### src/rtl/clcd_pkg.sv
`timescale 1ns / 1ps
`default_nettype none

package clcd_pkg;

    typedef enum logic [2:0]
    {
        PH_WAIT1,
        PH_WAIT2,
        PH_WAIT3,
        PH_POLL_START,
        PH_POLL_WAIT,
        PH_DATA_READ,
        PH_IDLE
    } phase_t;

    typedef enum logic [1:0]
    {
        KIND_INIT,
        KIND_CMD,
        KIND_WDATA,
        KIND_RDATA
    } kind_t;

    typedef enum logic [1:0]
    {
        EV_TICK,
        EV_RETURN,
        EV_REQUEST,
        EV_NONE
    } event_t;

    localparam logic [2:0] MODE_TICK   = 3'd0;
    localparam logic [2:0] MODE_RETURN = 3'd1;
    localparam logic [2:0] MODE_WCMD   = 3'd2;
    localparam logic [2:0] MODE_WDATA  = 3'd3;
    localparam logic [2:0] MODE_RDATA  = 3'd4;

    localparam logic [1:0] BUS_NONE  = 2'd0;
    localparam logic [1:0] BUS_WRITE = 2'd1;
    localparam logic [1:0] BUS_READ  = 2'd2;

    localparam logic [1:0] ST_NONE    = 2'd0;
    localparam logic [1:0] ST_DONE    = 2'd1;
    localparam logic [1:0] ST_TIMEOUT = 2'd2;
    localparam logic [1:0] ST_REJECT  = 2'd3;

    localparam int CFG_INDEX_W = 3;
    localparam int CFG_DATA_W  = 16;

    localparam logic [CFG_INDEX_W-1:0] REG_BUSY_TIMEOUT = 3'd0;
    localparam logic [CFG_INDEX_W-1:0] REG_POWER_UP     = 3'd1;
    localparam logic [CFG_INDEX_W-1:0] REG_SECOND_WAIT  = 3'd2;
    localparam logic [CFG_INDEX_W-1:0] REG_THIRD_WAIT   = 3'd3;
    localparam logic [CFG_INDEX_W-1:0] REG_FUNCTION_SET = 3'd4;
    localparam logic [CFG_INDEX_W-1:0] REG_DISPLAY_CTRL = 3'd5;

    localparam logic [15:0] RST_BUSY_TIMEOUT = 16'd1001;
    localparam logic [15:0] RST_POWER_UP     = 16'd1501;
    localparam logic [15:0] RST_SECOND_WAIT  = 16'd411;
    localparam logic [15:0] RST_THIRD_WAIT   = 16'd11;
    localparam logic [7:0]  RST_FUNCTION_SET = 8'h3A;
    localparam logic [7:0]  RST_DISPLAY_CTRL = 8'h0E;

    localparam logic [2:0] INIT_COUNT = 3'd6;
    localparam int QUEUE_DEPTH = 2;

    typedef struct packed
    {
        event_t     ev;
        kind_t      kind;
        logic [7:0] data;
    } item_t;

    typedef struct packed
    {
        logic [1:0] bus_op;
        logic       reg_select;
        logic [7:0] bus_byte;
        logic [1:0] status;
        logic [7:0] read_byte;
        logic       ready_res;
    } result_t;

    function automatic logic [7:0] init_command(
        input logic [2:0] step,
        input logic [7:0] fs_word,
        input logic [7:0] dc_word
    );
        logic [7:0] cmd;
        case (step)
            3'd0:    cmd = fs_word;
            3'd1:    cmd = 8'h08;
            3'd2:    cmd = 8'h01;
            3'd3:    cmd = 8'h02;
            3'd4:    cmd = 8'h06;
            default: cmd = dc_word;
        endcase
        return cmd;
    endfunction

endpackage

`default_nettype wire

### src/rtl/char_lcd_busy_poll_controller.sv
// An accepted transfer is written into the queue, then into the result register when popped.
// Throughput: one item per cycle while rsp_stall is low; the two-entry queue absorbs a stalled result.
// req_stall is high only while the queue is full.
// Reset (rst_n, async, active low) restores register defaults and enters the
// first power-up wait; no clearing pass is needed.
`timescale 1ns / 1ps
`default_nettype none

module char_lcd_busy_poll_controller
#(
    parameter int TICK_WIDTH         = 16,
    parameter int READY_READS_NEEDED = 2
)
(
    input  wire logic                             clk,
    input  wire logic                             rst_n,
    input  wire logic                             cfg_write,
    input  wire logic [clcd_pkg::CFG_INDEX_W-1:0] cfg_index,
    input  wire logic [clcd_pkg::CFG_DATA_W-1:0]  cfg_data,
    input  wire logic                             req_valid,
    output logic                                  req_stall,
    input  wire logic [2:0]                       mode,
    input  wire logic [7:0]                       host_byte,
    input  wire logic [7:0]                       lcd_byte,
    output logic                                  rsp_valid,
    input  wire logic                             rsp_stall,
    output logic [1:0]                            bus_op,
    output logic                                  reg_select,
    output logic [7:0]                            bus_byte,
    output logic [1:0]                            status,
    output logic [7:0]                            read_byte,
    output logic                                  ready_res
);

    clcd_pkg::item_t   front_item;
    clcd_pkg::item_t   head_item;
    clcd_pkg::result_t result;
    logic              q_full;
    logic              q_not_empty;
    logic              q_pop;

    assign req_stall = q_full;

    clcd_front u_front
    (
        .mode      (mode),
        .host_byte (host_byte),
        .lcd_byte  (lcd_byte),
        .item      (front_item)
    );

    clcd_queue u_queue
    (
        .clk       (clk),
        .rst_n     (rst_n),
        .push      (req_valid && !q_full),
        .push_item (front_item),
        .full      (q_full),
        .pop       (q_pop),
        .not_empty (q_not_empty),
        .head_item (head_item)
    );

    clcd_back
    #(
        .TICK_WIDTH         (TICK_WIDTH),
        .READY_READS_NEEDED (READY_READS_NEEDED)
    )
    u_back
    (
        .clk        (clk),
        .rst_n      (rst_n),
        .cfg_write  (cfg_write),
        .cfg_index  (cfg_index),
        .cfg_data   (cfg_data),
        .item_valid (q_not_empty),
        .item       (head_item),
        .item_pop   (q_pop),
        .res_stall  (rsp_stall),
        .res_valid  (rsp_valid),
        .result     (result)
    );

    assign bus_op     = result.bus_op;
    assign reg_select = result.reg_select;
    assign bus_byte   = result.bus_byte;
    assign status     = result.status;
    assign read_byte  = result.read_byte;
    assign ready_res  = result.ready_res;

endmodule

`default_nettype wire

### src/rtl/clcd_front.sv
`timescale 1ns / 1ps
`default_nettype none

module clcd_front
(
    input  wire logic [2:0]      mode,
    input  wire logic [7:0]      host_byte,
    input  wire logic [7:0]      lcd_byte,
    output clcd_pkg::item_t      item
);

    always_comb
    begin
        item.ev   = clcd_pkg::EV_NONE;
        item.kind = clcd_pkg::KIND_CMD;
        item.data = 8'd0;
        case (mode)
            clcd_pkg::MODE_TICK:
            begin
                item.ev = clcd_pkg::EV_TICK;
            end
            clcd_pkg::MODE_RETURN:
            begin
                item.ev   = clcd_pkg::EV_RETURN;
                item.data = lcd_byte;
            end
            clcd_pkg::MODE_WCMD:
            begin
                item.ev   = clcd_pkg::EV_REQUEST;
                item.kind = clcd_pkg::KIND_CMD;
                item.data = host_byte;
            end
            clcd_pkg::MODE_WDATA:
            begin
                item.ev   = clcd_pkg::EV_REQUEST;
                item.kind = clcd_pkg::KIND_WDATA;
                item.data = host_byte;
            end
            clcd_pkg::MODE_RDATA:
            begin
                item.ev   = clcd_pkg::EV_REQUEST;
                item.kind = clcd_pkg::KIND_RDATA;
            end
            default:
            begin
                item.ev = clcd_pkg::EV_NONE;
            end
        endcase
    end

endmodule

`default_nettype wire

### src/rtl/clcd_queue.sv
`timescale 1ns / 1ps
`default_nettype none

module clcd_queue
(
    input  wire logic              clk,
    input  wire logic              rst_n,
    input  wire logic              push,
    input  wire clcd_pkg::item_t   push_item,
    output logic                   full,
    input  wire logic              pop,
    output logic                   not_empty,
    output clcd_pkg::item_t        head_item
);

    localparam int PTR_W = (clcd_pkg::QUEUE_DEPTH > 1) ? $clog2(clcd_pkg::QUEUE_DEPTH) : 1;
    localparam int CNT_W = $clog2(clcd_pkg::QUEUE_DEPTH + 1);
    localparam logic [CNT_W-1:0] DEPTH_CNT = CNT_W'(clcd_pkg::QUEUE_DEPTH);
    localparam logic [PTR_W-1:0] LAST_PTR  = PTR_W'(clcd_pkg::QUEUE_DEPTH - 1);

    clcd_pkg::item_t entry_reg [clcd_pkg::QUEUE_DEPTH];

    logic [PTR_W-1:0] wr_ptr_reg, wr_ptr_next;
    logic [PTR_W-1:0] rd_ptr_reg, rd_ptr_next;
    logic [CNT_W-1:0] count_reg, count_next;

    assign full      = (count_reg == DEPTH_CNT);
    assign not_empty = (count_reg != '0);
    assign head_item = entry_reg[rd_ptr_reg];

    always_comb
    begin
        wr_ptr_next = wr_ptr_reg;
        rd_ptr_next = rd_ptr_reg;
        count_next  = count_reg;
        if (push)
        begin
            wr_ptr_next = (wr_ptr_reg == LAST_PTR) ? '0 : wr_ptr_reg + 1'b1;
        end
        if (pop)
        begin
            rd_ptr_next = (rd_ptr_reg == LAST_PTR) ? '0 : rd_ptr_reg + 1'b1;
        end
        if (push && !pop)
        begin
            count_next = count_reg + 1'b1;
        end
        else if (pop && !push)
        begin
            count_next = count_reg - 1'b1;
        end
    end

    always_ff @(posedge clk or negedge rst_n)
    begin
        if (!rst_n)
        begin
            wr_ptr_reg <= '0;
            rd_ptr_reg <= '0;
            count_reg  <= '0;
        end
        else
        begin
            wr_ptr_reg <= wr_ptr_next;
            rd_ptr_reg <= rd_ptr_next;
            count_reg  <= count_next;
        end
    end

    always_ff @(posedge clk)
    begin
        if (push)
        begin
            entry_reg[wr_ptr_reg] <= push_item;
        end
    end

endmodule

`default_nettype wire

### src/rtl/clcd_back.sv
`timescale 1ns / 1ps
`default_nettype none

module clcd_back
#(
    parameter int TICK_WIDTH         = 16,
    parameter int READY_READS_NEEDED = 2
)
(
    input  wire logic                                clk,
    input  wire logic                                rst_n,
    input  wire logic                                cfg_write,
    input  wire logic [clcd_pkg::CFG_INDEX_W-1:0]    cfg_index,
    input  wire logic [clcd_pkg::CFG_DATA_W-1:0]     cfg_data,
    input  wire logic                                item_valid,
    input  wire clcd_pkg::item_t                     item,
    output logic                                     item_pop,
    input  wire logic                                res_stall,
    output logic                                     res_valid,
    output clcd_pkg::result_t                        result
);

    localparam int CMP_W = (TICK_WIDTH > 16) ? TICK_WIDTH : 16;
    localparam logic [1:0] READY_NEEDED = 2'(READY_READS_NEEDED);

    logic [15:0] timeout_reg;
    logic [15:0] power_up_reg;
    logic [15:0] second_wait_reg;
    logic [15:0] third_wait_reg;
    logic [7:0]  fs_word_reg;
    logic [7:0]  dc_word_reg;

    clcd_pkg::phase_t      phase_reg, phase_next;
    logic [TICK_WIDTH-1:0] elapsed_reg, elapsed_next;
    logic [1:0]            ready_reads_reg, ready_reads_next;
    logic                  recheck_reg, recheck_next;
    clcd_pkg::kind_t       kind_reg, kind_next;
    logic [7:0]            pend_byte_reg, pend_byte_next;
    logic [2:0]            init_step_reg, init_step_next;

    clcd_pkg::result_t     res_reg, res_next;
    logic                  res_valid_reg;

    logic [TICK_WIDTH-1:0] elapsed_sat;
    logic [15:0]           wait_limit;
    logic                  wait_hit;
    logic [1:0]            ready_inc;
    logic                  poll_ok;
    logic                  timed_out;
    logic                  lcd_busy;
    logic [2:0]            step_inc;

    assign item_pop  = item_valid && (!res_valid_reg || !res_stall);
    assign res_valid = res_valid_reg;
    assign result    = res_reg;

    // shared decode for both next-state and result logic
    assign elapsed_sat = (elapsed_reg == '1) ? elapsed_reg : elapsed_reg + 1'b1;

    always_comb
    begin
        case (phase_reg)
            clcd_pkg::PH_WAIT1: wait_limit = power_up_reg;
            clcd_pkg::PH_WAIT2: wait_limit = second_wait_reg;
            default:            wait_limit = third_wait_reg;
        endcase
    end

    assign wait_hit  = CMP_W'(elapsed_sat) >= CMP_W'(wait_limit);
    assign ready_inc = ready_reads_reg + 2'd1;
    assign poll_ok   = ready_inc >= READY_NEEDED;
    assign timed_out = CMP_W'(elapsed_reg) >= CMP_W'(timeout_reg);
    assign lcd_busy  = item.data[7];
    assign step_inc  = init_step_reg + 3'd1;

    always_comb
    begin
        phase_next       = phase_reg;
        elapsed_next     = elapsed_reg;
        ready_reads_next = ready_reads_reg;
        recheck_next     = recheck_reg;
        kind_next        = kind_reg;
        pend_byte_next   = pend_byte_reg;
        init_step_next   = init_step_reg;
        if (item_pop)
        begin
            case (item.ev)
                clcd_pkg::EV_TICK:
                begin
                    case (phase_reg)
                        clcd_pkg::PH_WAIT1, clcd_pkg::PH_WAIT2, clcd_pkg::PH_WAIT3:
                        begin
                            elapsed_next = elapsed_sat;
                            if (wait_hit)
                            begin
                                elapsed_next = '0;
                                case (phase_reg)
                                    clcd_pkg::PH_WAIT1: phase_next = clcd_pkg::PH_WAIT2;
                                    clcd_pkg::PH_WAIT2: phase_next = clcd_pkg::PH_WAIT3;
                                    default:
                                    begin
                                        phase_next     = clcd_pkg::PH_POLL_START;
                                        kind_next      = clcd_pkg::KIND_INIT;
                                        init_step_next = '0;
                                    end
                                endcase
                            end
                        end
                        clcd_pkg::PH_POLL_START:
                        begin
                            elapsed_next     = '0;
                            ready_reads_next = '0;
                            recheck_next     = 1'b0;
                            phase_next       = clcd_pkg::PH_POLL_WAIT;
                        end
                        clcd_pkg::PH_POLL_WAIT:
                        begin
                            elapsed_next = elapsed_sat;
                        end
                        default:
                        begin
                            phase_next = phase_reg;
                        end
                    endcase
                end
                clcd_pkg::EV_RETURN:
                begin
                    case (phase_reg)
                        clcd_pkg::PH_POLL_WAIT:
                        begin
                            if (!lcd_busy)
                            begin
                                recheck_next     = 1'b0;
                                ready_reads_next = ready_inc;
                                if (poll_ok)
                                begin
                                    ready_reads_next = '0;
                                    case (kind_reg)
                                        clcd_pkg::KIND_INIT:
                                        begin
                                            init_step_next = step_inc;
                                            phase_next = (step_inc >= clcd_pkg::INIT_COUNT) ?
                                                         clcd_pkg::PH_IDLE :
                                                         clcd_pkg::PH_POLL_START;
                                        end
                                        clcd_pkg::KIND_RDATA:
                                        begin
                                            phase_next = clcd_pkg::PH_DATA_READ;
                                        end
                                        default:
                                        begin
                                            phase_next = clcd_pkg::PH_IDLE;
                                        end
                                    endcase
                                end
                            end
                            else if (recheck_reg)
                            begin
                                recheck_next     = 1'b0;
                                ready_reads_next = '0;
                                phase_next       = clcd_pkg::PH_IDLE;
                            end
                            else if (timed_out)
                            begin
                                recheck_next = 1'b1;
                            end
                            else
                            begin
                                ready_reads_next = '0;
                            end
                        end
                        clcd_pkg::PH_DATA_READ:
                        begin
                            phase_next = clcd_pkg::PH_IDLE;
                        end
                        default:
                        begin
                            phase_next = phase_reg;
                        end
                    endcase
                end
                clcd_pkg::EV_REQUEST:
                begin
                    if (phase_reg == clcd_pkg::PH_IDLE)
                    begin
                        kind_next        = item.kind;
                        pend_byte_next   = item.data;
                        elapsed_next     = '0;
                        ready_reads_next = '0;
                        recheck_next     = 1'b0;
                        phase_next       = clcd_pkg::PH_POLL_WAIT;
                    end
                end
                default:
                begin
                    phase_next = phase_reg;
                end
            endcase
        end
    end

    always_comb
    begin
        res_next            = '0;
        res_next.ready_res  = (phase_next == clcd_pkg::PH_IDLE);
        case (item.ev)
            clcd_pkg::EV_TICK:
            begin
                case (phase_reg)
                    clcd_pkg::PH_WAIT1, clcd_pkg::PH_WAIT2, clcd_pkg::PH_WAIT3:
                    begin
                        if (wait_hit)
                        begin
                            res_next.bus_op   = clcd_pkg::BUS_WRITE;
                            res_next.bus_byte = fs_word_reg;
                        end
                    end
                    clcd_pkg::PH_POLL_START:
                    begin
                        res_next.bus_op = clcd_pkg::BUS_READ;
                    end
                    default:
                    begin
                        res_next.bus_op = clcd_pkg::BUS_NONE;
                    end
                endcase
            end
            clcd_pkg::EV_RETURN:
            begin
                case (phase_reg)
                    clcd_pkg::PH_POLL_WAIT:
                    begin
                        if (!lcd_busy && poll_ok)
                        begin
                            case (kind_reg)
                                clcd_pkg::KIND_INIT:
                                begin
                                    res_next.bus_op   = clcd_pkg::BUS_WRITE;
                                    res_next.bus_byte = clcd_pkg::init_command(init_step_reg,
                                                            fs_word_reg, dc_word_reg);
                                end
                                clcd_pkg::KIND_CMD:
                                begin
                                    res_next.bus_op   = clcd_pkg::BUS_WRITE;
                                    res_next.bus_byte = pend_byte_reg;
                                    res_next.status   = clcd_pkg::ST_DONE;
                                end
                                clcd_pkg::KIND_WDATA:
                                begin
                                    res_next.bus_op     = clcd_pkg::BUS_WRITE;
                                    res_next.reg_select = 1'b1;
                                    res_next.bus_byte   = pend_byte_reg;
                                    res_next.status     = clcd_pkg::ST_DONE;
                                end
                                default:
                                begin
                                    res_next.bus_op     = clcd_pkg::BUS_READ;
                                    res_next.reg_select = 1'b1;
                                end
                            endcase
                        end
                        else if (lcd_busy && recheck_reg)
                        begin
                            res_next.status = clcd_pkg::ST_TIMEOUT;
                        end
                        else
                        begin
                            res_next.bus_op = clcd_pkg::BUS_READ;
                        end
                    end
                    clcd_pkg::PH_DATA_READ:
                    begin
                        res_next.status    = clcd_pkg::ST_DONE;
                        res_next.read_byte = item.data;
                    end
                    default:
                    begin
                        res_next.bus_op = clcd_pkg::BUS_NONE;
                    end
                endcase
            end
            clcd_pkg::EV_REQUEST:
            begin
                if (phase_reg == clcd_pkg::PH_IDLE)
                begin
                    res_next.bus_op = clcd_pkg::BUS_READ;
                end
                else
                begin
                    res_next.status = clcd_pkg::ST_REJECT;
                end
            end
            default:
            begin
                res_next.bus_op = clcd_pkg::BUS_NONE;
            end
        endcase
    end

    always_ff @(posedge clk or negedge rst_n)
    begin
        if (!rst_n)
        begin
            timeout_reg     <= clcd_pkg::RST_BUSY_TIMEOUT;
            power_up_reg    <= clcd_pkg::RST_POWER_UP;
            second_wait_reg <= clcd_pkg::RST_SECOND_WAIT;
            third_wait_reg  <= clcd_pkg::RST_THIRD_WAIT;
            fs_word_reg     <= clcd_pkg::RST_FUNCTION_SET;
            dc_word_reg     <= clcd_pkg::RST_DISPLAY_CTRL;
        end
        else if (cfg_write)
        begin
            case (cfg_index)
                clcd_pkg::REG_BUSY_TIMEOUT: timeout_reg     <= cfg_data;
                clcd_pkg::REG_POWER_UP:     power_up_reg    <= cfg_data;
                clcd_pkg::REG_SECOND_WAIT:  second_wait_reg <= cfg_data;
                clcd_pkg::REG_THIRD_WAIT:   third_wait_reg  <= cfg_data;
                clcd_pkg::REG_FUNCTION_SET: fs_word_reg     <= cfg_data[7:0];
                clcd_pkg::REG_DISPLAY_CTRL: dc_word_reg     <= cfg_data[7:0];
                default:                    fs_word_reg     <= fs_word_reg;
            endcase
        end
    end

    always_ff @(posedge clk or negedge rst_n)
    begin
        if (!rst_n)
        begin
            phase_reg       <= clcd_pkg::PH_WAIT1;
            elapsed_reg     <= '0;
            ready_reads_reg <= '0;
            recheck_reg     <= 1'b0;
            kind_reg        <= clcd_pkg::KIND_INIT;
            pend_byte_reg   <= '0;
            init_step_reg   <= '0;
            res_valid_reg   <= 1'b0;
        end
        else
        begin
            phase_reg       <= phase_next;
            elapsed_reg     <= elapsed_next;
            ready_reads_reg <= ready_reads_next;
            recheck_reg     <= recheck_next;
            kind_reg        <= kind_next;
            pend_byte_reg   <= pend_byte_next;
            init_step_reg   <= init_step_next;
            if (item_pop)
            begin
                res_valid_reg <= 1'b1;
            end
            else if (!res_stall)
            begin
                res_valid_reg <= 1'b0;
            end
        end
    end

    always_ff @(posedge clk)
    begin
        if (item_pop)
        begin
            res_reg <= res_next;
        end
    end

endmodule

`default_nettype wire

### config.mk
export PLATFORM = sky130hd
export DESIGN_NAME = char_lcd_busy_poll_controller
export DESIGN_NICKNAME = d
export VERILOG_FILES = /design/src/rtl/clcd_pkg.sv /design/src/rtl/char_lcd_busy_poll_controller.sv /design/src/rtl/clcd_front.sv /design/src/rtl/clcd_queue.sv /design/src/rtl/clcd_back.sv
export SDC_FILE = /design/constraint.sdc
export NUM_CORES = 1
export LEC_CHECK = 0
export BUFFER_PORTS_ARGS = -buffer_cell sky130_fd_sc_hd__buf_2
export CAP_MARGIN = 30
export CELL_PAD_IN_SITES_DETAIL_PLACEMENT = 1
export CELL_PAD_IN_SITES_GLOBAL_PLACEMENT = 1
export CORE_ASPECT_RATIO = 1.75
export CORE_MARGIN = 4
export CORE_UTILIZATION = 37
export CTS_CLUSTER_SIZE = 24
export DETAILED_ROUTE_END_ITERATION = 8
export PLACE_DENSITY = 0.6
export SYNTH_ARGS = -nofsm -noshare
export SYNTH_HDL_FRONTEND = slang
export SYNTH_SLANG_ARGS = --single-unit
### constraint.sdc
create_clock -name clk -period 4.36 [get_ports clk]
set_clock_uncertainty 0.2 [all_clocks]
set_input_delay 0.218 -clock clk [delete_from_list [all_inputs] [get_ports clk]]
set_output_delay 0.218 -clock clk [all_outputs]
set_load 0.05 [all_outputs]
==> impl_summary.log, run 1 <==
[metrics] type of origin of the critical path: flop
[metrics] reg2reg path depth: 14
[metrics] peak ir drop on the vdd network: 0.000329 V
[metrics] Critical path buffers and inverters: 2
[metrics] largest cells by area after synthesis: sky130_fd_sc_hd__dfrtp_1 (26%), sky130_fd_sc_hd__edfxtp_1 (16%), sky130_fd_sc_hd__dfstp_2 (9.3%)
[metrics] Least-Margin Pin Slew: about 1 ns
[metrics] hold violation count in the final report: 0
[metrics] RSZ-0062 raised after global routing: true
[metrics] wire length of the first global-routing pass: between 40 and 50 mm
[metrics] cell type with the largest total area after synthesis: sky130_fd_sc_hd__dfrtp_1
[metrics] FF+latch count, synth: approximately 170
[metrics] status: completed
[metrics] number of violations reported at the end of detailed-routing iteration 0: about 250
[metrics] TritonCTS Sinks: 166
[metrics] cell with the most instances after synthesis: sky130_fd_sc_hd__dfrtp_1
[metrics] crit end category: flop
[metrics] chip width: 124 um
[metrics] layout cell share with drive strength beyond 1: 0.275
[metrics] Synth Area in XOR/XNOR: 0.0161
[metrics] cell depth of the worst setup path: 14
[metrics] global placer's final weighted congestion: 0.859
[metrics] power density over the cells: between 600 and 700 nW/um^2
[metrics] synthesized area per cell: ~11 um^2
[metrics] remaining antenna violation count after routing: 0
[metrics] Adder-Cell Fraction of Synth Area: 0.0660
[metrics] floorplan die area: 26200 um^2
[metrics] Synth Warn #: 0
[metrics] Synthesized Nets: 882
[metrics] worst hold path depth: 2
[metrics] Max-Cap Viols: 0
[metrics] Remaining DRCs: 0
[metrics] total core area: 23200 um^2
[metrics] Die Height: 211 um
[metrics] starting density of the core: 0.375
[metrics] count of flip-flops with a built-in enable after synthesis: 46
[metrics] placed wire-length estimate after detailed placement: 19.0 mm
[metrics] Rel. slew slack: 0.338
[metrics] first-pass detailed-route iteration total: 4
[metrics] Final Net Count: 1008
[metrics] most instantiated cells after synthesis: sky130_fd_sc_hd__dfrtp_1 (89), sky130_fd_sc_hd__nand2_1 (88), sky130_fd_sc_hd__mux2_2 (70)
[metrics] cells along the critical path: ha_1 -> nand2_2 -> or4_4 -> buf_2 -> nand2_1 -> ha_1 -> a21o_1 -> a21o_1 -> a21o_1 -> a211oi_4 -> a21oi_1 -> buf_4 -> or3_1 -> o2bb2ai_1
[metrics] combinational family with the most area after synthesis: simple AND/OR/NAND/NOR gates
[metrics] path class of the lowest-slack min-delay path: input pin to flop
[metrics] clock insertion delay at the later pin of the skew report: ~0.44 ns
[metrics] number of setup violations in the final report: 0
[metrics] simple-gate portion of the synthesized area: 0.131
[metrics] detailed-route via count: 6638
[metrics] Max Clock Freq: 242 MHz
[metrics] clock slew at the register clock pins of the worst setup and hold paths: 0.07 ns
[metrics] startpoint-to-endpoint class of the critical path: flop to flop
[metrics] maximum clock insertion buffer count: 2
[metrics] row count: 74
[metrics] number of buffers created by CTS: 17
[metrics] register-to-register setup slack: 0.22 ns
[metrics] routed len/inst: roughly 20 um
[metrics] total grt overflow: 0
[metrics] overall track demand over capacity in global routing: 0.206
[metrics] worst-path fanout max: 10
[metrics] H-tree depth: 4
[metrics] Antenna Diode Count: 0
[metrics] sequential share of the synthesized area: 0.507
[metrics] antenna violations before repair: 0
[metrics] Yosys top cell area share: 0.255
[metrics] fin. max-slew vios: 0
[metrics] Critical Path AT: 4.30 ns
[metrics] unique cell type count in the Yosys netlist: 64
[metrics] required time reported for the critical path endpoint: 4.52 ns
[metrics] multiplexer fraction of the synthesized cell area: 0.123
[metrics] dominant register cell in the synthesized netlist: sky130_fd_sc_hd__dfrtp_1
[metrics] max reg flops: 24
[metrics] count of boundary I/O pins: 67
[metrics] number of I/O port buffers: 66
[metrics] min cycle time layout: 4.14 ns
[metrics] final period utilization: 0.949
[metrics] CTS tree: built
[metrics] Netlist Area Pre-Place: about 8700 um^2
[metrics] slowest stage cell, crit path: sky130_fd_sc_hd__or4_4
[metrics] category of cells accounting for the largest share of critical-path delay: compound AO/OA/AOI/OAI gates
[metrics] buffer type at the clock tree root: sky130_fd_sc_hd__clkbuf_16
[metrics] Detailed Route WL: 25.2 mm
[metrics] setup total negative slack: 0 ns
[metrics] Multi-input gate area: around 4000 um^2
[metrics] filler cell count: 2547
[metrics] number of instances in the synthesized netlist: 793
[metrics] vias in the first global route: around 7600
[metrics] async set or reset register ratio after synthesis: 0.723
[metrics] slowest stage delay, CP: roughly 0.63 ns
[metrics] pin count of the biggest net entering global routing: 70
[metrics] LEAKAGE: ~4.5 nW
[metrics] Top cell by count, worst path: sky130_fd_sc_hd__a21o_1
[metrics] routed vias/inst: 5.37
[metrics] area of all sequential standard cells: 4420 um^2
[metrics] Hold Worst Slack: 0.0341 ns
[metrics] post-synthesis compound-gate area fraction: 0.126
[metrics] Area growth, synth to finish: 21.2%
==> worst paths after layout <==
kind,start,end
max,u_back.elapsed_reg[1],u_back.elapsed_reg[10]
min,mode[2],u_queue.entry_reg[0][2]
max reg2reg,u_back.elapsed_reg[1],u_back.elapsed_reg[10]
min reg2reg,u_back.third_wait_reg[9],u_back.third_wait_reg[9]
max in group asynchronous,rst_n,u_back.pend_byte_reg[5]
min in group asynchronous,rst_n,u_back.fs_word_reg[5]
==> through the flow <==
stage	power (mW)	std cells	area, um^2	utilization	setup WS (ns)
after floorplan	4.11	793	8720	-	0.443
after global placement	4.88	1161	9550	0.411	0.125
after detailed placement	5.00	1164	9600	0.413	-0.0331
after CTS	6.54	1233	10500	0.454	0.0996
after global routing	6.91	1236	10600	0.455	-0.0192
final	6.46	1236	10600	0.455	0.220
==> final cells by class <==
class,count,area share
Sequential cell,166,0.419
Multi-Input combinational cell,558,0.384
Timing Repair Buffer,140,0.0952
Clock buffer,21,0.0417
Tap cell,304,0.0360
Inverter,36,0.0128
Clock inverter,11,0.0118
==> power by group <==
part           leakage, nW  switching, mW  total (mW)  internal (mW)
logic                 2.38           1.68        2.65          0.977
clock network        0.276          0.624        1.47          0.845
registers             1.86          0.255        2.34           2.09
total                 4.52           2.56        6.46           3.91
==> cell usage in the layout (no fill, tap or decap), drive strengths merged, types with 5 or more instances in the layout <==
master and instances:
buf 103, nand2 90, dfrtp 89, mux2 70
o21ai 62, nor2 49, ha 46, edfxtp 46
inv 38, dlygate4sd3 37, a21oi 32, dfstp 31
mux2i 28, clkbuf 21, nand3 20, a22oi 16
a21o 15, xnor2 13, nor3 10, nand2b 9
a22o 7, nand4 7, and2 6, clkinv 6
or3 5, nor3b 5
==> worst register-to-register path: stages, from the launching register on <==
cell and delay [ns]:
sky130_fd_sc_hd__dfrtp_2 0.41, sky130_fd_sc_hd__ha_1 0.22, sky130_fd_sc_hd__nand2_2 0.12, sky130_fd_sc_hd__or4_4 0.63
sky130_fd_sc_hd__buf_2 0.21, sky130_fd_sc_hd__nand2_1 0.09, sky130_fd_sc_hd__ha_1 0.26, sky130_fd_sc_hd__a21o_1 0.18
sky130_fd_sc_hd__a21o_1 0.17, sky130_fd_sc_hd__a21o_1 0.22, sky130_fd_sc_hd__a211oi_4 0.39, sky130_fd_sc_hd__a21oi_1 0.16
sky130_fd_sc_hd__buf_4 0.21, sky130_fd_sc_hd__or3_1 0.40, sky130_fd_sc_hd__o2bb2ai_1 0.18
==> layer usage <==
layer	vias to the layer above	global-route usage	part of all wire
met3	45	0.0415	0.023
met2	107	0.417	0.60
met5	-	0	0
met4	0	0.0828	0.035
li1	3113	-	-
met1	3373	0.193	0.34
==> kinds of logic (layout without fill, tap and decap cells) <==
logic type	Yosys count	count (layout)
buf+inv	69	208
fa+ha+maj	46	46
flops	166	166
mux	98	98
simple gates	230	230
compound gates	168	168
xor+xnor	16	16
==> timing repair <==
action | in CTS | in global routing
buffers inserted | 0 | 3
hold buffers | 37 | 0
pin swaps | 0 | 2
endpoints found under the setup margin | 7 | 25
gates resized for setup | 1 | 3
endpoints found under the hold margin | 165 | 0
Power figures use the tool's default switching activity.
==> inputs of run 2 (changes only) <==
- CORE_UTILIZATION: 37 -> 48
- PLACE_DENSITY: 0.6 -> 0.75
==> impl_summary.log, run 2 (synthesis results as in run 1) <==
[metrics] final period utilization: 0.955
[metrics] Final Net Count: 1003
[metrics] pre-CTS WS: about 0.13 ns
[metrics] register-to-register setup slack: 0.20 ns
[metrics] hold violation count in the final report: 0
[metrics] utilization after layout: 0.581
[metrics] met1 track demand over resource in global routing: 0.246
[metrics] placed cell count: 1094
[metrics] crit end category: flop
[metrics] LEAKAGE: 4.49 nW
[metrics] Max Clock Freq: 240 MHz
[metrics] required time reported for the critical path endpoint: between 4 and 5 ns
[metrics] pin count of the biggest net entering global routing: 66
[metrics] routing layer with the top usage in global route: met2
[metrics] number of I/O port buffers: 66
[metrics] max reg flops: 24
[metrics] Multi-input gate area: around 4000 um^2
[metrics] share of total power in combinational logic: 0.416
[metrics] global placer's final weighted congestion: roughly 0.94
[metrics] setup total negative slack: 0 ns
[metrics] total core area: 18000 um^2
[metrics] total grt overflow: 0
[metrics] Least-Margin Pin Slew: around 1 ns
[metrics] worst-path fanout max: 9
[metrics] Hold Crit Start: lcd_byte[4]
[metrics] vias in the first global route: just under 8000
[metrics] termination of the worst setup path: u_back.result[20]
[metrics] most used cells in the layout excluding fill and tap cells: sky130_fd_sc_hd__nand2_1 (88), sky130_fd_sc_hd__dfrtp_1 (88), sky130_fd_sc_hd__mux2_2 (70)
[metrics] Die Height: between 150 and 200 um
[metrics] launch point of the worst reg-to-reg path: u_back.elapsed_reg[10]
[metrics] worst setup path start: u_back.elapsed_reg[10]
[metrics] path class of the lowest-slack min-delay path: input pin to flop
[metrics] post-CTS setup buffer count: 0
[metrics] antenna violations before repair: 0
[metrics] switching part of the total: 0.407
[metrics] total non-filler cell area in the finished layout: 10400 um^2
[metrics] detailed-route via count: between 6000 and 7000
[metrics] TritonCTS Sinks: 166
[metrics] startpoint-to-endpoint class of the critical path: flop to flop
[metrics] CTS tree: built
[metrics] Rel. slew slack: 0.342
[metrics] floorplan die area: 20500 um^2
[metrics] internal power of the cells: about 4 mW
[metrics] met3 track demand over resource in global routing: 0.0446
[metrics] wire length of the first global-routing pass: about 40 mm
[metrics] clock slew at the register clock pins of the worst setup and hold paths: 0.07 ns
[metrics] min cycle time layout: ~4.2 ns
[metrics] Area growth, synth to finish: 19.7%
[metrics] power density over the cells: 632 nW/um^2
[metrics] Hold Worst Slack: 0.0157 ns
[metrics] chip width: 110 um
[metrics] Remaining DRCs: 0
[metrics] Detailed Route WL: 26.1 mm
[metrics] number of buffers created by CTS: 17
[metrics] type of origin of the critical path: flop
[metrics] M2 GR Usage: 0.528
[metrics] routed vias/inst: 5.82
[metrics] placed wire-length estimate after detailed placement: 18.6 mm
[metrics] fin. max-slew vios: 0
[metrics] area of all sequential standard cells: 4420 um^2
[metrics] count of boundary I/O pins: 67
[metrics] clock insertion delay at the later pin of the skew report: 0.43 ns
[metrics] P_sw: 2.69 mW
[metrics] status: completed
[metrics] filler cell count: 1941
[metrics] Final Non-Filler Cells: approximately 1200
[metrics] cell area after placement: 9490 um^2
[metrics] overall track demand over capacity in global routing: 0.268
[metrics] buffer type at the clock tree root: sky130_fd_sc_hd__clkbuf_16
[metrics] maximum clock insertion buffer count: 2
[metrics] Worst R2R End: u_back.result[20]
[metrics] remaining antenna violation count after routing: 0
[metrics] number of violations reported at the end of detailed-routing iteration 0: between 200 and 300
[metrics] starting density of the core: 0.485
[metrics] number of setup violations in the final report: 0
[metrics] row count: 65
[metrics] peak ir drop on the vdd network: slightly below 0.0006 V
[metrics] crit path setup slack, layout: 0.195 ns
[metrics] Sequential Power Share: 0.358
[metrics] H-tree depth: 4
[metrics] clock power share: 0.227
[metrics] RSZ-0062 raised after global routing: true
[metrics] reg2reg path depth: 13
[metrics] post-layout power: 6.60 mW
[metrics] Antenna Diode Count: 0
[metrics] routed len/inst: 22.5 um
[metrics] Critical Path AT: 4.23 ns
[metrics] worst hold path depth: 3
[metrics] Max-Cap Viols: 0
[metrics] layout cell share with drive strength beyond 1: 0.277
[metrics] first-pass detailed-route iteration total: 4
## run 2: cell types whose count changed in the layout (fill, tap and decap cells not counted), moves of 2 or more
cell / previous run / this run
sky130_fd_sc_hd__inv_6: 1 / 5
sky130_fd_sc_hd__inv_4: 2 / 0
sky130_fd_sc_hd__dlygate4sd3_1: 37 / 34
sky130_fd_sc_hd__clkbuf_1: 4 / 1
sky130_fd_sc_hd__clkbuf_8: 0 / 3
## run 2: worst min path at each step
stage	to	slack (ns)
2_1_floorplan	u_back.dc_word_reg[0]	-0.28
3_3_place_gp	u_back.second_wait_reg[10]	0.14
3_5_place_dp	u_back.power_up_reg[9]	0.16
4_1_cts	u_queue.entry_reg[0][4]	0.01
5_1_grt	u_queue.entry_reg[0][4]	0.02
6_report	u_queue.entry_reg[0][4]	0.02
## run 2: critical path, stage by stage, from the launching register on
cell and delay [ns]:
sky130_fd_sc_hd__dfrtp_1 0.41, sky130_fd_sc_hd__and3_2 0.25, sky130_fd_sc_hd__nand3_2 0.14, sky130_fd_sc_hd__or4_4 0.64, sky130_fd_sc_hd__nand3_1 0.19, sky130_fd_sc_hd__xnor2_1 0.10
sky130_fd_sc_hd__ha_1 0.35, sky130_fd_sc_hd__a21oi_1 0.10, sky130_fd_sc_hd__a21o_1 0.18, sky130_fd_sc_hd__a21oi_1 0.23, sky130_fd_sc_hd__a211oi_4 0.10, sky130_fd_sc_hd__nor4b_2 0.81
sky130_fd_sc_hd__inv_1 0.11, sky130_fd_sc_hd__a21oi_1 0.18
## run 2: power by group through the flow
| stage | clock [mW] | combinational [mW] | sequential (mW) |
|---|---|---|---|
| 2_1_floorplan | 0 | 1.57 | 2.53 |
| 3_3_place_gp | 0 | 2.56 | 2.34 |
| 3_5_place_dp | 0 | 2.68 | 2.37 |
| 4_1_cts | 1.52 | 2.75 | 2.35 |
| 5_1_grt | 1.60 | 2.99 | 2.40 |
| 6_report | 1.50 | 2.74 | 2.36 |
## run 2: cell type report
class	count	share of cell area
clock inverter	11	0.0108
tap	234	0.0281
timing repair buffer	134	0.0897
inverter	36	0.0129
sequential	166	0.424
multi-input combinational	559	0.389
clock buffer	21	0.0451
## run 2: per-layer routing
layer  wire length, um  share of wire  vias up
li1                  -              -     3102
met1              8820           0.34     3444
met2             15200           0.58      136
met3               594          0.023       70
met4              1520          0.058        0
met5                 0              0        -
## run 2: repair_timing
action                                  CTS  global route
hold endpoints to repair                143             0
gates resized for setup                   0             4
endpoints found under the setup margin    0            22
hold buffers                             34             0
==> inputs of run 3 (changes only) <==
- ABC_AREA: unset -> 1
- CORE_UTILIZATION: 48 -> 46
- PLACE_DENSITY: 0.75 -> 0.76
==> impl_summary.log, run 3 <==
[metrics] dominant register cell in the synthesized netlist: sky130_fd_sc_hd__dfrtp_1
[metrics] highest layer used for signal routing: met4
[metrics] worst-path fanout max: 8
[metrics] row count: 65
[metrics] type of origin of the critical path: flop
[metrics] slowest stage delay, CP: between 0.4 and 0.5 ns
[metrics] Critical path buffers and inverters: 4
[metrics] number of instances in the synthesized netlist: between 900 and 1000
[metrics] routed len/inst: 19.2 um
[metrics] clock power share: 0.212
[metrics] Synthesized Nets: 1066
[metrics] Yosys top cell area share: 0.262
[metrics] Least-Margin Pin Slew: 0.907 ns
[metrics] cell with the most instances after synthesis: sky130_fd_sc_hd__nand2_1
[metrics] Final Non-Filler Cells: 1333
[metrics] largest cells by area after synthesis: sky130_fd_sc_hd__dfrtp_1 (26%), sky130_fd_sc_hd__edfxtp_1 (16%), sky130_fd_sc_hd__nand2_1 (10%)
[metrics] utilization after layout: 0.556
[metrics] remaining antenna violation count after routing: 0
[metrics] number of I/O port buffers: 66
[metrics] unique cell type count in the Yosys netlist: 45
[metrics] leading cell type in the layout, fill and taps excluded: sky130_fd_sc_hd__nand2_1
[metrics] share of total power in combinational logic: 0.428
[metrics] cell depth of the worst setup path: 23
[metrics] Rel. slew slack: 0.396
[metrics] clock insertion delay at the later pin of the skew report: between 0.4 and 0.5 ns
[metrics] Worst R2R End: u_back.result[11]
[metrics] cell type with the largest total area after synthesis: sky130_fd_sc_hd__dfrtp_1
[metrics] Max-Cap Viols: 0
[metrics] pre-CTS WS: between 0.5 and 0.6 ns
[metrics] chip width: 111 um
[metrics] floorplan die area: around 21000 um^2
[metrics] count of flip-flops with a built-in enable after synthesis: 46
[metrics] power density over the cells: 672 nW/um^2
[metrics] routed vias/inst: 5.36
[metrics] FF+latch count, synth: around 170
[metrics] antenna violations before repair: 0
[metrics] most used cells in the layout excluding fill and tap cells: sky130_fd_sc_hd__nand2_1 (227), sky130_fd_sc_hd__inv_1 (140), sky130_fd_sc_hd__o21ai_0 (116)
[metrics] LEAKAGE: 4.82 nW
[metrics] number of violations reported at the end of detailed-routing iteration 0: 219
[metrics] Area growth, synth to finish: 18.7%
[metrics] Critical Path AT: between 3 and 4 ns
[metrics] peak ir drop on the vdd network: 0.000585 V
[metrics] fin. max-slew vios: 0
[metrics] Remaining DRCs: 0
[metrics] cells along the critical path: ha_1 -> nand3_1 -> nor2_1 -> nand2_1 -> nor2_4 -> inv_2 -> nor2_4 -> inv_2 -> o21bai_1 -> inv_1 -> ha_1 -> nand2_1 -> nand2_1 -> nand2_1 -> nand2_1 -> nand2_1 -> nand2_1 -> nand2_1 -> nand2_1 -> nand3_1 -> inv_1 -> nand2_1 -> o21ai_0
[metrics] CTS tree: built
[metrics] P_sw: 3.00 mW
[metrics] layout cell share with drive strength beyond 1: 0.147
[metrics] number of setup violations in the final report: 0
[metrics] Final Net Count: 1175
[metrics] post-route met1 wirelength: 8.61 mm
[metrics] number of buffers created by CTS: 17
[metrics] vias in the first global route: 7991
[metrics] switching part of the total: 0.443
[metrics] count of boundary I/O pins: 67
[metrics] clock slew at the register clock pins of the worst setup and hold paths: 0.07 ns
[metrics] max reg flops: 24
[metrics] total length of routed met2 wires: approximately 15 mm
[metrics] path class of the lowest-slack min-delay path: input pin to flop
[metrics] Die Height: 188 um
[metrics] Hold Worst Slack: 0.0116 ns
[metrics] maximum clock insertion buffer count: 2
[metrics] buffer type at the clock tree root: sky130_fd_sc_hd__clkbuf_16
[metrics] required time reported for the critical path endpoint: 4.35 ns
[metrics] overall track demand over capacity in global routing: 0.258
[metrics] placed wire-length estimate after detailed placement: between 15 and 20 mm
[metrics] Top cell by count, worst path: sky130_fd_sc_hd__nand2_1
[metrics] async set or reset register ratio after synthesis: 0.723
[metrics] TritonCTS Sinks: 166
[metrics] crit path setup slack, layout: 0.526 ns
[metrics] worst min-delay path endpoint: u_back.timeout_reg[2]
[metrics] launch point of the worst reg-to-reg path: u_back.elapsed_reg[1]
[metrics] Antenna Diode Count: 0
[metrics] min cycle time layout: around 3.8 ns
[metrics] category of cells accounting for the largest share of critical-path delay: simple AND/OR/NAND/NOR gates
[metrics] total grt overflow: 0
[metrics] startpoint-to-endpoint class of the critical path: flop to flop
[metrics] register-to-register setup slack: roughly 0.53 ns
[metrics] global placer's final weighted congestion: 0.902
[metrics] Hold Crit Start: cfg_data[2]
[metrics] crit end category: flop
[metrics] Sequential Power Share: 0.361
[metrics] wire length of the first global-routing pass: approximately 42 mm
[metrics] RSZ-0062 raised after global routing: false
[metrics] placed cell count: 1267
[metrics] Max Clock Freq: roughly 260 MHz
[metrics] status: completed
[metrics] detailed-route via count: 7141
[metrics] Detailed Route WL: about 26 mm
[metrics] starting density of the core: 0.468
[metrics] Synth Warn #: 0
[metrics] metal3 WL: 601 um
[metrics] pin count of the biggest net entering global routing: 69
[metrics] synthesized area per cell: 8.70 um^2
[metrics] filler cell count: around 2200
[metrics] most instantiated cells after synthesis: sky130_fd_sc_hd__nand2_1 (227), sky130_fd_sc_hd__inv_1 (140), sky130_fd_sc_hd__o21ai_0 (116)
[metrics] Netlist Area Pre-Place: 8500 um^2
[metrics] final period utilization: 0.879
[metrics] internal power of the cells: between 3 and 4 mW
[metrics] sequential share of the synthesized area: 0.521
[metrics] setup total negative slack: 0 ns
[metrics] reg2reg path depth: 23
[metrics] slowest stage cell, crit path: sky130_fd_sc_hd__dfrtp_1
[metrics] hold violation count in the final report: 0
[metrics] first-pass detailed-route iteration total: 4
[metrics] worst hold path depth: 3
[metrics] total core area: 18100 um^2
[metrics] H-tree depth: 4
[run 3: cell count changes after synthesis, sizes merged, moves of 10 or more]
cell / change
nor2: +36
mux2: -70
o21ai: +71
inv: +110
a22oi: -10
a21o: -15
nand2: +138
mux2i: -21
xnor2: -11
a221oi: +15
[run 3: layout make-up]
class / count / area (um^2) / share of cell area
Sequential cell: 166 / 4420 / 0.439
Multi-Input combinational cell: 640 / 3430 / 0.340
Timing Repair Buffer: 114 / 843 / 0.0836
Inverter: 147 / 553 / 0.0548
Clock buffer: 17 / 425 / 0.0422
Tap cell: 234 / 293 / 0.0290
Clock inverter: 15 / 119 / 0.0118
[run 3: worst max-delay path by stage]
stage	from	slack, ns	endpoint
after global placement	u_back.elapsed_reg[1]	0.61	u_back.result[11]
after CTS	u_back.elapsed_reg[1]	0.48	u_back.result[11]
after detailed placement	u_back.elapsed_reg[1]	0.53	u_back.result[12]
after floorplan	u_back.elapsed_reg[1]	1.29	u_back.result[11]
final	u_back.elapsed_reg[1]	0.53	u_back.result[11]
after global routing	u_back.elapsed_reg[1]	0.18	u_back.result[12]
[run 3: through the flow]
| step | instance area, um^2 | power (mW) |
|---|---|---|
| 2_1_floorplan | 8500 | 4.37 |
| 3_3_place_gp | 9100 | 5.22 |
| 3_5_place_dp | 9180 | 5.34 |
| 4_1_cts | 10100 | 6.83 |
| 5_1_grt | 10100 | 7.31 |
| 6_report | 10100 | 6.78 |
[run 3: power groups by stage]
stage / logic, mW / registers, mW / clock network, mW
after floorplan: 1.71 / 2.67 / 0
after global placement: 2.76 / 2.46 / 0
after detailed placement: 2.88 / 2.47 / 0
after CTS: 2.93 / 2.45 / 1.45
after global routing: 3.27 / 2.50 / 1.54
final: 2.90 / 2.45 / 1.43
[run 3: timing repair]
| action | in CTS | in global routing |
|---|---|---|
| buffers inserted | 0 | 0 |
| gates resized for setup | 0 | 0 |
| hold buffers | 33 | 0 |
| endpoints found under the hold margin | 127 | 0 |
[run 3: layer usage]
metal	global-route usage	up-vias
met5	0	-
met4	0.148	0
met3	0.0378	60
met2	0.514	134
met1	0.243	3505
li1	-	3442
[run 3: tightest hold or removal path, stage by stage]
cell and delay (ns):
sky130_fd_sc_hd__buf_2 0.08, sky130_fd_sc_hd__inv_1 0.13, sky130_fd_sc_hd__o21ai_0 0.19
[run 3: kinds of logic after synthesis]
family | synth area share
and+or+nand+nor | 0.174
AOI/OAI and AO/OA | 0.144
buffers and inverters | 0.0760
DFF | 0.521
adders and majority gates | 0.0677
xor gates and xnor gates | 0.00928
muxes | 0.00825
